`config.mk`:
```
export PLATFORM = sky130hd
export DESIGN_NAME = i2c_display_write_serializer_core_flat
export DESIGN_NICKNAME = d
export VERILOG_FILES = /design/src/hw/rtl/i2c_dws_pkg.sv /design/src/hw/rtl/i2c_dws_ifs.sv /design/src/hw/rtl/i2c_display_write_serializer_core.sv /design/src/flat_wrapper.sv
export VERILOG_INCLUDE_DIRS = /design/src /design/src/hw/rtl
export SDC_FILE = /design/constraint.sdc
export NUM_CORES = 1
export LEC_CHECK = 0
export BUFFER_PORTS_ARGS = -buffer_cell sky130_fd_sc_hd__buf_4
export CAP_MARGIN = 20
export CORE_ASPECT_RATIO = 2
export CORE_MARGIN = 1.5
export CORE_UTILIZATION = 45
export DETAILED_ROUTE_END_ITERATION = 16
export PLACE_DENSITY = 0.66
export REMOVE_ABC_BUFFERS = 1
export SETUP_SLACK_MARGIN = 0.3
export SYNTH_ARGS = -nofsm -noshare
export SYNTH_HDL_FRONTEND = slang
export SYNTH_SLANG_ARGS = --single-unit
```
`constraint.sdc`:
```
create_clock -name clk_i -period 2.5 [get_ports clk_i]
set_input_delay 0.625 -clock clk_i [delete_from_list [all_inputs] [get_ports clk_i]]
set_output_delay 0.625 -clock clk_i [all_outputs]
set_load 0.05 [all_outputs]
```
`src/hw/rtl/assert_macros.svh`:
```
// Assertion macros for the RTL that checks its own logic (included by the serializer core).
`ifndef ASSERT_MACROS_SVH
`define ASSERT_MACROS_SVH

// Check prop on every rising clock edge outside reset.
`define DWS_ASSERT(lbl, prop, msg) \
  lbl: assert property (@(posedge clk_i) disable iff (!rst_ni) (prop)) else $error(msg);

// Check that trig at one edge implies prop at the next edge.
`define DWS_ASSERT_NEXT(lbl, trig, prop, msg) \
  lbl: assert property (@(posedge clk_i) disable iff (!rst_ni) (trig) |=> (prop)) \
    else $error(msg);

`endif

```
`src/hw/rtl/i2c_dws_pkg.sv`:
```
// Types, constants and microcode table of the I2C display write serializer.
package i2c_dws_pkg;

  localparam logic [7:0] DEV_ADDR_RESET = 8'h78;
  localparam logic [7:0] CTRL_COMMAND   = 8'h00;
  localparam logic [7:0] CTRL_DATA      = 8'h40;

  localparam int unsigned STEP_W    = 3;
  localparam int unsigned NUM_STEPS = 6;
  localparam logic [STEP_W-1:0] STEP_LAST = STEP_W'(NUM_STEPS - 1);

  localparam int unsigned SLOT_W = 5;
  // last slot index of a piece
  localparam logic [SLOT_W-1:0] BYTE_SLOT_LAST = SLOT_W'(17);
  localparam logic [SLOT_W-1:0] COND_SLOT_LAST = SLOT_W'(1);

  typedef enum logic [0:0] {
    OP_COMMAND = 1'b0,
    OP_DATA    = 1'b1
  } op_e;

  typedef struct packed {
    logic       operation;
    logic [7:0] byte_value;
    logic       first_byte;
    logic       last_byte;
  } item_t;

  typedef struct packed {
    logic clock_level;
    logic data_level;
    logic ack_phase;
    logic run_end;
  } slot_t;

  typedef enum logic [1:0] {
    PIECE_START = 2'd0,
    PIECE_STOP  = 2'd1,
    PIECE_BYTE  = 2'd2
  } piece_e;

  typedef enum logic [1:0] {
    SRC_ADDR = 2'd0,
    SRC_CTRL = 2'd1,
    SRC_VAL  = 2'd2
  } src_e;

  typedef enum logic [2:0] {
    COND_ALWAYS = 3'd0,
    COND_CLOSE  = 3'd1,
    COND_HEADER = 3'd2,
    COND_TAIL   = 3'd3,
    COND_NEVER  = 3'd4
  } cond_e;

  // Per-request decisions, fixed when the request is taken.
  typedef struct packed {
    logic close_burst;
    logic header;
    logic tail;
  } flags_t;

  // run: step executes when true, else it is skipped.
  // hold: after the last slot of this step the run goes on only when true.
  typedef struct packed {
    piece_e piece;
    src_e   src;
    cond_e  run;
    cond_e  hold;
  } uword_t;

  function automatic uword_t ucode(logic [STEP_W-1:0] pc);
    uword_t w;
    unique case (pc)
      3'd0:    w = '{PIECE_STOP,  SRC_VAL,  COND_CLOSE,  COND_ALWAYS};
      3'd1:    w = '{PIECE_START, SRC_VAL,  COND_HEADER, COND_ALWAYS};
      3'd2:    w = '{PIECE_BYTE,  SRC_ADDR, COND_HEADER, COND_ALWAYS};
      3'd3:    w = '{PIECE_BYTE,  SRC_CTRL, COND_HEADER, COND_ALWAYS};
      3'd4:    w = '{PIECE_BYTE,  SRC_VAL,  COND_ALWAYS, COND_TAIL};
      3'd5:    w = '{PIECE_STOP,  SRC_VAL,  COND_TAIL,   COND_NEVER};
      default: w = '{PIECE_STOP,  SRC_VAL,  COND_NEVER,  COND_NEVER};
    endcase
    return w;
  endfunction

  function automatic logic cond_hit(cond_e c, flags_t f);
    logic hit;
    unique case (c)
      COND_ALWAYS: hit = 1'b1;
      COND_CLOSE:  hit = f.close_burst;
      COND_HEADER: hit = f.header;
      COND_TAIL:   hit = f.tail;
      default:     hit = 1'b0;
    endcase
    return hit;
  endfunction

endpackage

```
`src/hw/rtl/i2c_dws_ifs.sv`:
```
// Handshake channel interfaces of the I2C display write serializer.
interface i2c_dws_item_if;
  logic                valid;
  logic                ready;
  i2c_dws_pkg::item_t  data;
  modport source (output valid, output data, input ready);
  modport sink   (input valid, input data, output ready);
endinterface

interface i2c_dws_slot_if;
  logic                valid;
  logic                ready;
  i2c_dws_pkg::slot_t  data;
  modport source (output valid, output data, input ready);
  modport sink   (input valid, input data, output ready);
endinterface

interface i2c_dws_cfg_if;
  logic       valid;
  logic       ready;
  logic [7:0] data;
  modport source (output valid, output data, input ready);
  modport sink   (input valid, input data, output ready);
endinterface

```
`src/hw/rtl/i2c_display_write_serializer_core.sv`:
```
// The first line slot of a request is registered after the request is taken and after every
// microcode step of the six-step program that is skipped ahead of the first step that runs.
// One slot per cycle while the sink is ready and no step is being skipped, 18 to 60 slots per
// request; no slot is emitted while a step is skipped or while the request is taken.
// A new request is taken once the last slot of the previous one sits in the output register.
// Reset: no burst open, device address 0x78, output empty; no clearing pass.
module i2c_display_write_serializer_core (
  input  logic              clk_i,
  input  logic              rst_ni,
  i2c_dws_item_if.sink      item_i,
  i2c_dws_cfg_if.sink       cfg_i,
  i2c_dws_slot_if.source    slot_o
);

  `include "assert_macros.svh"

  logic [7:0]                          dev_addr_q;
  logic                                burst_open_q, burst_open_d;
  logic                                busy_q, busy_d;
  logic [i2c_dws_pkg::STEP_W-1:0]      pc_q, pc_d;
  logic [i2c_dws_pkg::SLOT_W-1:0]      slot_q, slot_d;
  i2c_dws_pkg::flags_t                 flags_q, flags_d;
  logic                                op_q;
  logic [7:0]                          val_q;
  logic                                out_valid_q, out_valid_d;
  i2c_dws_pkg::slot_t                  out_q, out_d;

  i2c_dws_pkg::uword_t                 word;
  logic                                accept;
  logic                                run;
  logic                                out_free;
  logic                                emit;
  logic                                piece_done;
  logic [7:0]                          byte_sel;
  logic [3:0]                          bit_idx;
  logic                                phase;

  assign accept       = item_i.valid && item_i.ready;
  assign item_i.ready = !busy_q;
  assign cfg_i.ready  = 1'b1;
  assign slot_o.valid = out_valid_q;
  assign slot_o.data  = out_q;

  assign word     = i2c_dws_pkg::ucode(pc_q);
  assign run      = i2c_dws_pkg::cond_hit(word.run, flags_q);
  assign out_free = !out_valid_q || slot_o.ready;
  assign emit     = busy_q && run && out_free;
  assign bit_idx  = slot_q[4:1];
  assign phase    = slot_q[0];

  always_comb begin
    case (word.src)
      i2c_dws_pkg::SRC_ADDR: byte_sel = dev_addr_q;
      i2c_dws_pkg::SRC_CTRL: byte_sel = (op_q == i2c_dws_pkg::OP_DATA) ?
                                        i2c_dws_pkg::CTRL_DATA : i2c_dws_pkg::CTRL_COMMAND;
      default:               byte_sel = val_q;
    endcase
  end

  // decide per request which optional steps run
  always_comb begin
    flags_d.close_burst = burst_open_q &&
                          ((item_i.data.operation == i2c_dws_pkg::OP_COMMAND) ||
                           item_i.data.first_byte);
    flags_d.header      = (item_i.data.operation == i2c_dws_pkg::OP_COMMAND) ||
                          !(burst_open_q && !item_i.data.first_byte);
    flags_d.tail        = (item_i.data.operation == i2c_dws_pkg::OP_COMMAND) ||
                          item_i.data.last_byte;
  end

  always_comb begin
    piece_done = (word.piece == i2c_dws_pkg::PIECE_BYTE) ?
                 (slot_q == i2c_dws_pkg::BYTE_SLOT_LAST) :
                 (slot_q == i2c_dws_pkg::COND_SLOT_LAST);

    out_d = out_q;
    unique case (word.piece)
      i2c_dws_pkg::PIECE_START: out_d = '{1'b1, !phase, 1'b0, 1'b0};
      i2c_dws_pkg::PIECE_STOP:  out_d = '{1'b1, phase, 1'b0, 1'b0};
      default: begin
        if (bit_idx[3]) begin
          out_d = '{phase, 1'b1, phase, 1'b0};
        end else begin
          out_d = '{phase, byte_sel[~bit_idx[2:0]], 1'b0, 1'b0};
        end
      end
    endcase
    out_d.run_end = piece_done && !i2c_dws_pkg::cond_hit(word.hold, flags_q);
  end

  always_comb begin
    busy_d       = busy_q;
    pc_d         = pc_q;
    slot_d       = slot_q;
    burst_open_d = burst_open_q;
    out_valid_d  = out_valid_q && !slot_o.ready;

    if (accept) begin
      busy_d       = 1'b1;
      pc_d         = '0;
      slot_d       = '0;
      burst_open_d = (item_i.data.operation == i2c_dws_pkg::OP_DATA) &&
                     !item_i.data.last_byte;
    end else if (busy_q) begin
      if (!run) begin
        // skip step
        pc_d = pc_q + 1'b1;
        if (pc_q == i2c_dws_pkg::STEP_LAST) begin
          busy_d = 1'b0;
        end
      end else if (out_free) begin
        out_valid_d = 1'b1;
        if (piece_done) begin
          slot_d = '0;
          pc_d   = pc_q + 1'b1;
          if (out_d.run_end) begin
            busy_d = 1'b0;
          end
        end else begin
          slot_d = slot_q + 1'b1;
        end
      end
    end
  end

  always_ff @(posedge clk_i or negedge rst_ni) begin
    if (!rst_ni) begin
      dev_addr_q   <= i2c_dws_pkg::DEV_ADDR_RESET;
      burst_open_q <= 1'b0;
      busy_q       <= 1'b0;
      pc_q         <= '0;
      slot_q       <= '0;
      out_valid_q  <= 1'b0;
    end else begin
      if (cfg_i.valid && cfg_i.ready) begin
        dev_addr_q <= cfg_i.data;
      end
      burst_open_q <= burst_open_d;
      busy_q       <= busy_d;
      pc_q         <= pc_d;
      slot_q       <= slot_d;
      out_valid_q  <= out_valid_d;
    end
  end

  always_ff @(posedge clk_i) begin
    if (accept) begin
      flags_q <= flags_d;
      op_q    <= item_i.data.operation;
      val_q   <= item_i.data.byte_value;
    end
    if (emit) begin
      out_q <= out_d;
    end
  end

  `DWS_ASSERT(a_pc_range, !busy_q || (pc_q <= i2c_dws_pkg::STEP_LAST), "step counter past program end")
  `DWS_ASSERT_NEXT(a_emit_valid, emit, out_valid_q, "emitted slot not presented")
  `DWS_ASSERT(a_ack_level, !(out_valid_q && out_q.ack_phase) || (out_q.clock_level && out_q.data_level), "ack slot with SCL or SDA low")
  `DWS_ASSERT(a_slot_in_piece, !(busy_q && (slot_q != '0)) || run, "slot count inside a skipped step")

endmodule
```
`src/flat_wrapper.sv`:
```
// flat-port wrapper written by rule: the top's interface ports become plain ports
module i2c_display_write_serializer_core_flat 
  (clk_i, rst_ni, item_i_valid, item_i_data, item_i_ready, cfg_i_valid, cfg_i_data, cfg_i_ready, slot_o_valid, slot_o_data, slot_o_ready);
  i2c_dws_item_if item_i_i ();
  i2c_dws_cfg_if cfg_i_i ();
  i2c_dws_slot_if slot_o_i ();
  input  logic clk_i;
  input  logic rst_ni;
  input wire logic [$bits(item_i_i.valid)-1:0] item_i_valid;
  input wire logic [$bits(item_i_i.data)-1:0] item_i_data;
  output wire logic [$bits(item_i_i.ready)-1:0] item_i_ready;
  input wire logic [$bits(cfg_i_i.valid)-1:0] cfg_i_valid;
  input wire logic [$bits(cfg_i_i.data)-1:0] cfg_i_data;
  output wire logic [$bits(cfg_i_i.ready)-1:0] cfg_i_ready;
  output wire logic [$bits(slot_o_i.valid)-1:0] slot_o_valid;
  output wire logic [$bits(slot_o_i.data)-1:0] slot_o_data;
  input wire logic [$bits(slot_o_i.ready)-1:0] slot_o_ready;
  assign item_i_i.valid = item_i_valid;
  assign item_i_i.data = item_i_data;
  assign item_i_ready = item_i_i.ready;
  assign cfg_i_i.valid = cfg_i_valid;
  assign cfg_i_i.data = cfg_i_data;
  assign cfg_i_ready = cfg_i_i.ready;
  assign slot_o_valid = slot_o_i.valid;
  assign slot_o_data = slot_o_i.data;
  assign slot_o_i.ready = slot_o_ready;
  i2c_display_write_serializer_core u_core (.clk_i(clk_i), .rst_ni(rst_ni), .item_i(item_i_i), .cfg_i(cfg_i_i), .slot_o(slot_o_i));
endmodule
```
==> flow_summary.yaml <==
critical_path:
  critPathTopFamily: "compound AO/OA/AOI/OAI gates"
  crit_buf_inv: 3
  r2r_start: "u_core.pc_q[0]$_DFFE_PN0P_"
  crit_arrival_ns: 2.49
  end_kind: "flip-flop"
  reg2reg_depth: 11
  r2r_slack_ns: 0.19
  path_max_fanout: 5
  worstReg2RegEnd: "u_core.pc_q[0]$_DFFE_PN0P_"
  crit_chain: "buf_6 > ha_4 > ha_4 > buf_6 > nor2_4 > o32a_4 > nor2_4 > buf_4 > o2bb2ai_2 > a21oi_1 > mux2_2"
  cp_data_required_time_ns: 2.67
  cpPeakStageDelay_ns: 0.45
  crit_slowest_cell: "dfrtp_2"
  criticalPathCategory: "flip-flop to flip-flop"
  start_kind: "flip-flop"
clock_network:
  clock_path_buffers: 2
  cts_buffers: 5
  cts.clk_slew.worst_paths_ns: 0.07
  cts_tree: "built"
  cts.sink_count: 35
  h-tree-depth: 2
  insertion_delay_ns: 0.29
  clock-root-buffer: "clkbuf_8"
yosys:
  synth-main-ff-cell: "edfxtp_1"
  synth_area_leaders: "edfxtp_1 (24%), dfrtp_1 (19%), dfstp_2 (5.4%)"
  netlist-cell-type-count: 53
  synth_top_cell_by_area: "edfxtp_1"
  yosysWarnings: 0
  ys_top_cells_by_count: "edfxtp_1 (16), dfrtp_1 (15), o21ai_0 (13), nand2_1 (12), inv_1 (11)"
  synth_area_per_cell_um2: 11.2
  synth_edf_count: 16
  synthesis.area_um2: 1960
  synth.most_common_cell: "edfxtp_1"
  synth-seq-cells: 35
  yosysTopAreaCellShare: 0.245
  syn_inst: 176
  ys_async_sr_fraction: 0.543
  synth_seq_area_share: 0.489
grt:
  grt.busiest_layer: "met2"
  track_usage: 0.223
  antenna_found_initial: 0
  gr-usage-met3: 0.0354
  use_met1: 0.220
  grtUsageMet2: 0.443
  grt_max_degree: 20
  grt.overflow.total: 0
  grt_pass1_vias: 1714
  grt_pass1_wl_mm: 7.96
timing:
  totalNegativeSetupSlack_ns: 0
  fin_hold_ws_ns: 0.206
  hold_viol_final: 0
  fin_crit_ns: 2.31
  fmax_mhz: 432
  slew-limit-headroom: 0.625
  rsz0062_at_grt: "true"
  fin_worst_skew_ns: 0.00407
  period_share: 0.926
  finalSetupViolations: 0
  drv_slew: 0
  tightest_slew_ns: 0.562
placed_design:
  place_inst: 260
  dp_hpwl_mm: 3.23
  io_buffers: 29
  finalWeightedCongestion: 0.830
floorplan:
  die_w_um: 49.7
  rows: 33
  die_area_um2: 4790
  initial_core_util: 0.475
  num_io_pins: 31
  core_area_um2: 4130
  fp.dieH_um: 96.4
power:
  power_frac_clock: 0.115
  comb_power_share: 0.630
  p_per_area_nw_per_um2: 1340
  switching_share: 0.429
  p_total_mw: 3.69
  p_switching_mw: 1.58
  cellInternalPower_mw: 2.10
  vdd_ir_drop_max_mv: 0.793
  seq_power_share: 0.255
  leakage_nw: 1.12
routing:
  postRouteWirelength_mm: 5.14
  first_iter_violations: 29
  drt_pass1_iterations: 4
  ant_nets: 0
  vias: 1641
  via_per_inst: 5.62
  drt-wirelength-per-cell_um: 17.6
  route.detailed.drc: 0
final_layout:
  area_growth_pct: 40.5
  insertedDiodeCount: 0
  nNetsFinal: 270
  utilization: 0.668
  drive_above_1_share: 0.492
  final_cells: 292
run_status:
  outcome: "finished clean"
run:
  maxCapViolations: 0
min_path:
  worstHoldPathType: "primary input to asynchronous set/reset pin"
layout make-up:
cell class / instances / area, um^2
Tap cell: 52 / 65.1
Timing Repair Buffer: 63 / 499
Multi-Input combinational cell: 122 / 1090
Sequential cell: 35 / 963
Fill cell: 307 / 1370
Inverter: 12 / 50.0
Clock buffer: 6 / 82.6
Clock inverter: 2 / 11.3
per-layer routing:
metal  share of wire  wire, um  up-vias
met4           0.020       101        0
met3           0.034       176       11
met2            0.59      3020       55
met5               0         0        -
li1                -         -      774
met1            0.36      1840      801
sequential cells by signal (all words and copies together) (netlist names):
signal and cells:
u_core.pc_q 3, u_core.val_q 8, u_core.slot_q 5, u_core.op_q 1, u_core.dev_addr_q 8, u_core.burst_open_q 1, u_core.busy_q 1, u_core.flags_q 3
u_core.slot_o.data 4, u_core.slot_o.valid 1
power by group through the flow:
| stage | Sequential, mW | Combinational [mW] | Clock, mW |
|---|---|---|---|
| finish | 0.940 | 2.32 | 0.426 |
| global route | 0.959 | 2.47 | 0.458 |
| CTS | 0.938 | 2.03 | 0.431 |
| detailed placement | 0.929 | 1.57 | 0 |
| global placement | 0.916 | 1.52 | 0 |
| floorplan | 1.06 | 0.956 | 0 |
repair_timing:
| item | in CTS | in global routing |
|---|---|---|
| hold buffers | 0 | 0 |
| pin swaps | 17 | 16 |
| buffers inserted | 15 | 8 |
| cloned | 1 | 0 |
| resized for setup | 30 | 19 |
| endpoints found under the setup margin | 14 | 14 |
worst max path at each step:
stage                                           from                         endpoint  slack [ns]  depth (start not counted)
final                     u_core.pc_q[0]$_DFFE_PN0P_       u_core.pc_q[0]$_DFFE_PN0P_        0.19                         11
after global routing      u_core.pc_q[0]$_DFFE_PN0P_     u_core.slot_q[2]$_DFFE_PN0P_        0.12                         10
after CTS                 u_core.pc_q[0]$_DFFE_PN0P_       u_core.pc_q[0]$_DFFE_PN0P_        0.25                          8
after detailed placement  u_core.pc_q[1]$_DFFE_PN0P_  u_core.slot_o.data[3]$_DFFE_PP_       -0.03                          7
after global placement    u_core.pc_q[1]$_DFFE_PN0P_  u_core.slot_o.data[0]$_DFFE_PP_        0.11                          7
after floorplan           u_core.pc_q[1]$_DFFE_PN0P_       u_core.pc_q[0]$_DFFE_PN0P_        0.10                          8
stage by stage:
step | setup WS, ns | area [um^2]
after global routing | 0.118 | 2760
after floorplan | 0.103 | 1910
after detailed placement | -0.0294 | 2270
after CTS | 0.249 | 2630
final | 0.186 | 2760
after global placement | 0.113 | 2270
cell usage in the layout (no fill, tap or decap), types with 3 or more instances in the layout:
master	instances
buf_4	56
a21oi_1	5
dfrtp_1	13
o211ai_1	3
nand2_1	12
ha_4	5
nand3b_1	3
mux2_2	9
or3_1	3
inv_1	9
dfstp_2	4
nand3_1	8
clkbuf_8	6
mux2i_1	9
o21ai_0	9
nor2_1	7
edfxtp_1	16
buf_6	7
kinds of logic (layout without fill, tap and decap cells):
| group | Yosys count | in the layout | synth area share |
|---|---|---|---|
| adders and majority gates | 7 | 7 | 0.0446 |
| AOI/OAI and AO/OA | 40 | 41 | 0.145 |
| DFF | 35 | 35 | 0.489 |
| other | 1 | 1 | 0.00191 |
| buffers and inverters | 20 | 83 | 0.0523 |
| muxes | 19 | 19 | 0.103 |
| and+or+nand+nor | 54 | 54 | 0.164 |
Power figures use the tool's default switching activity.
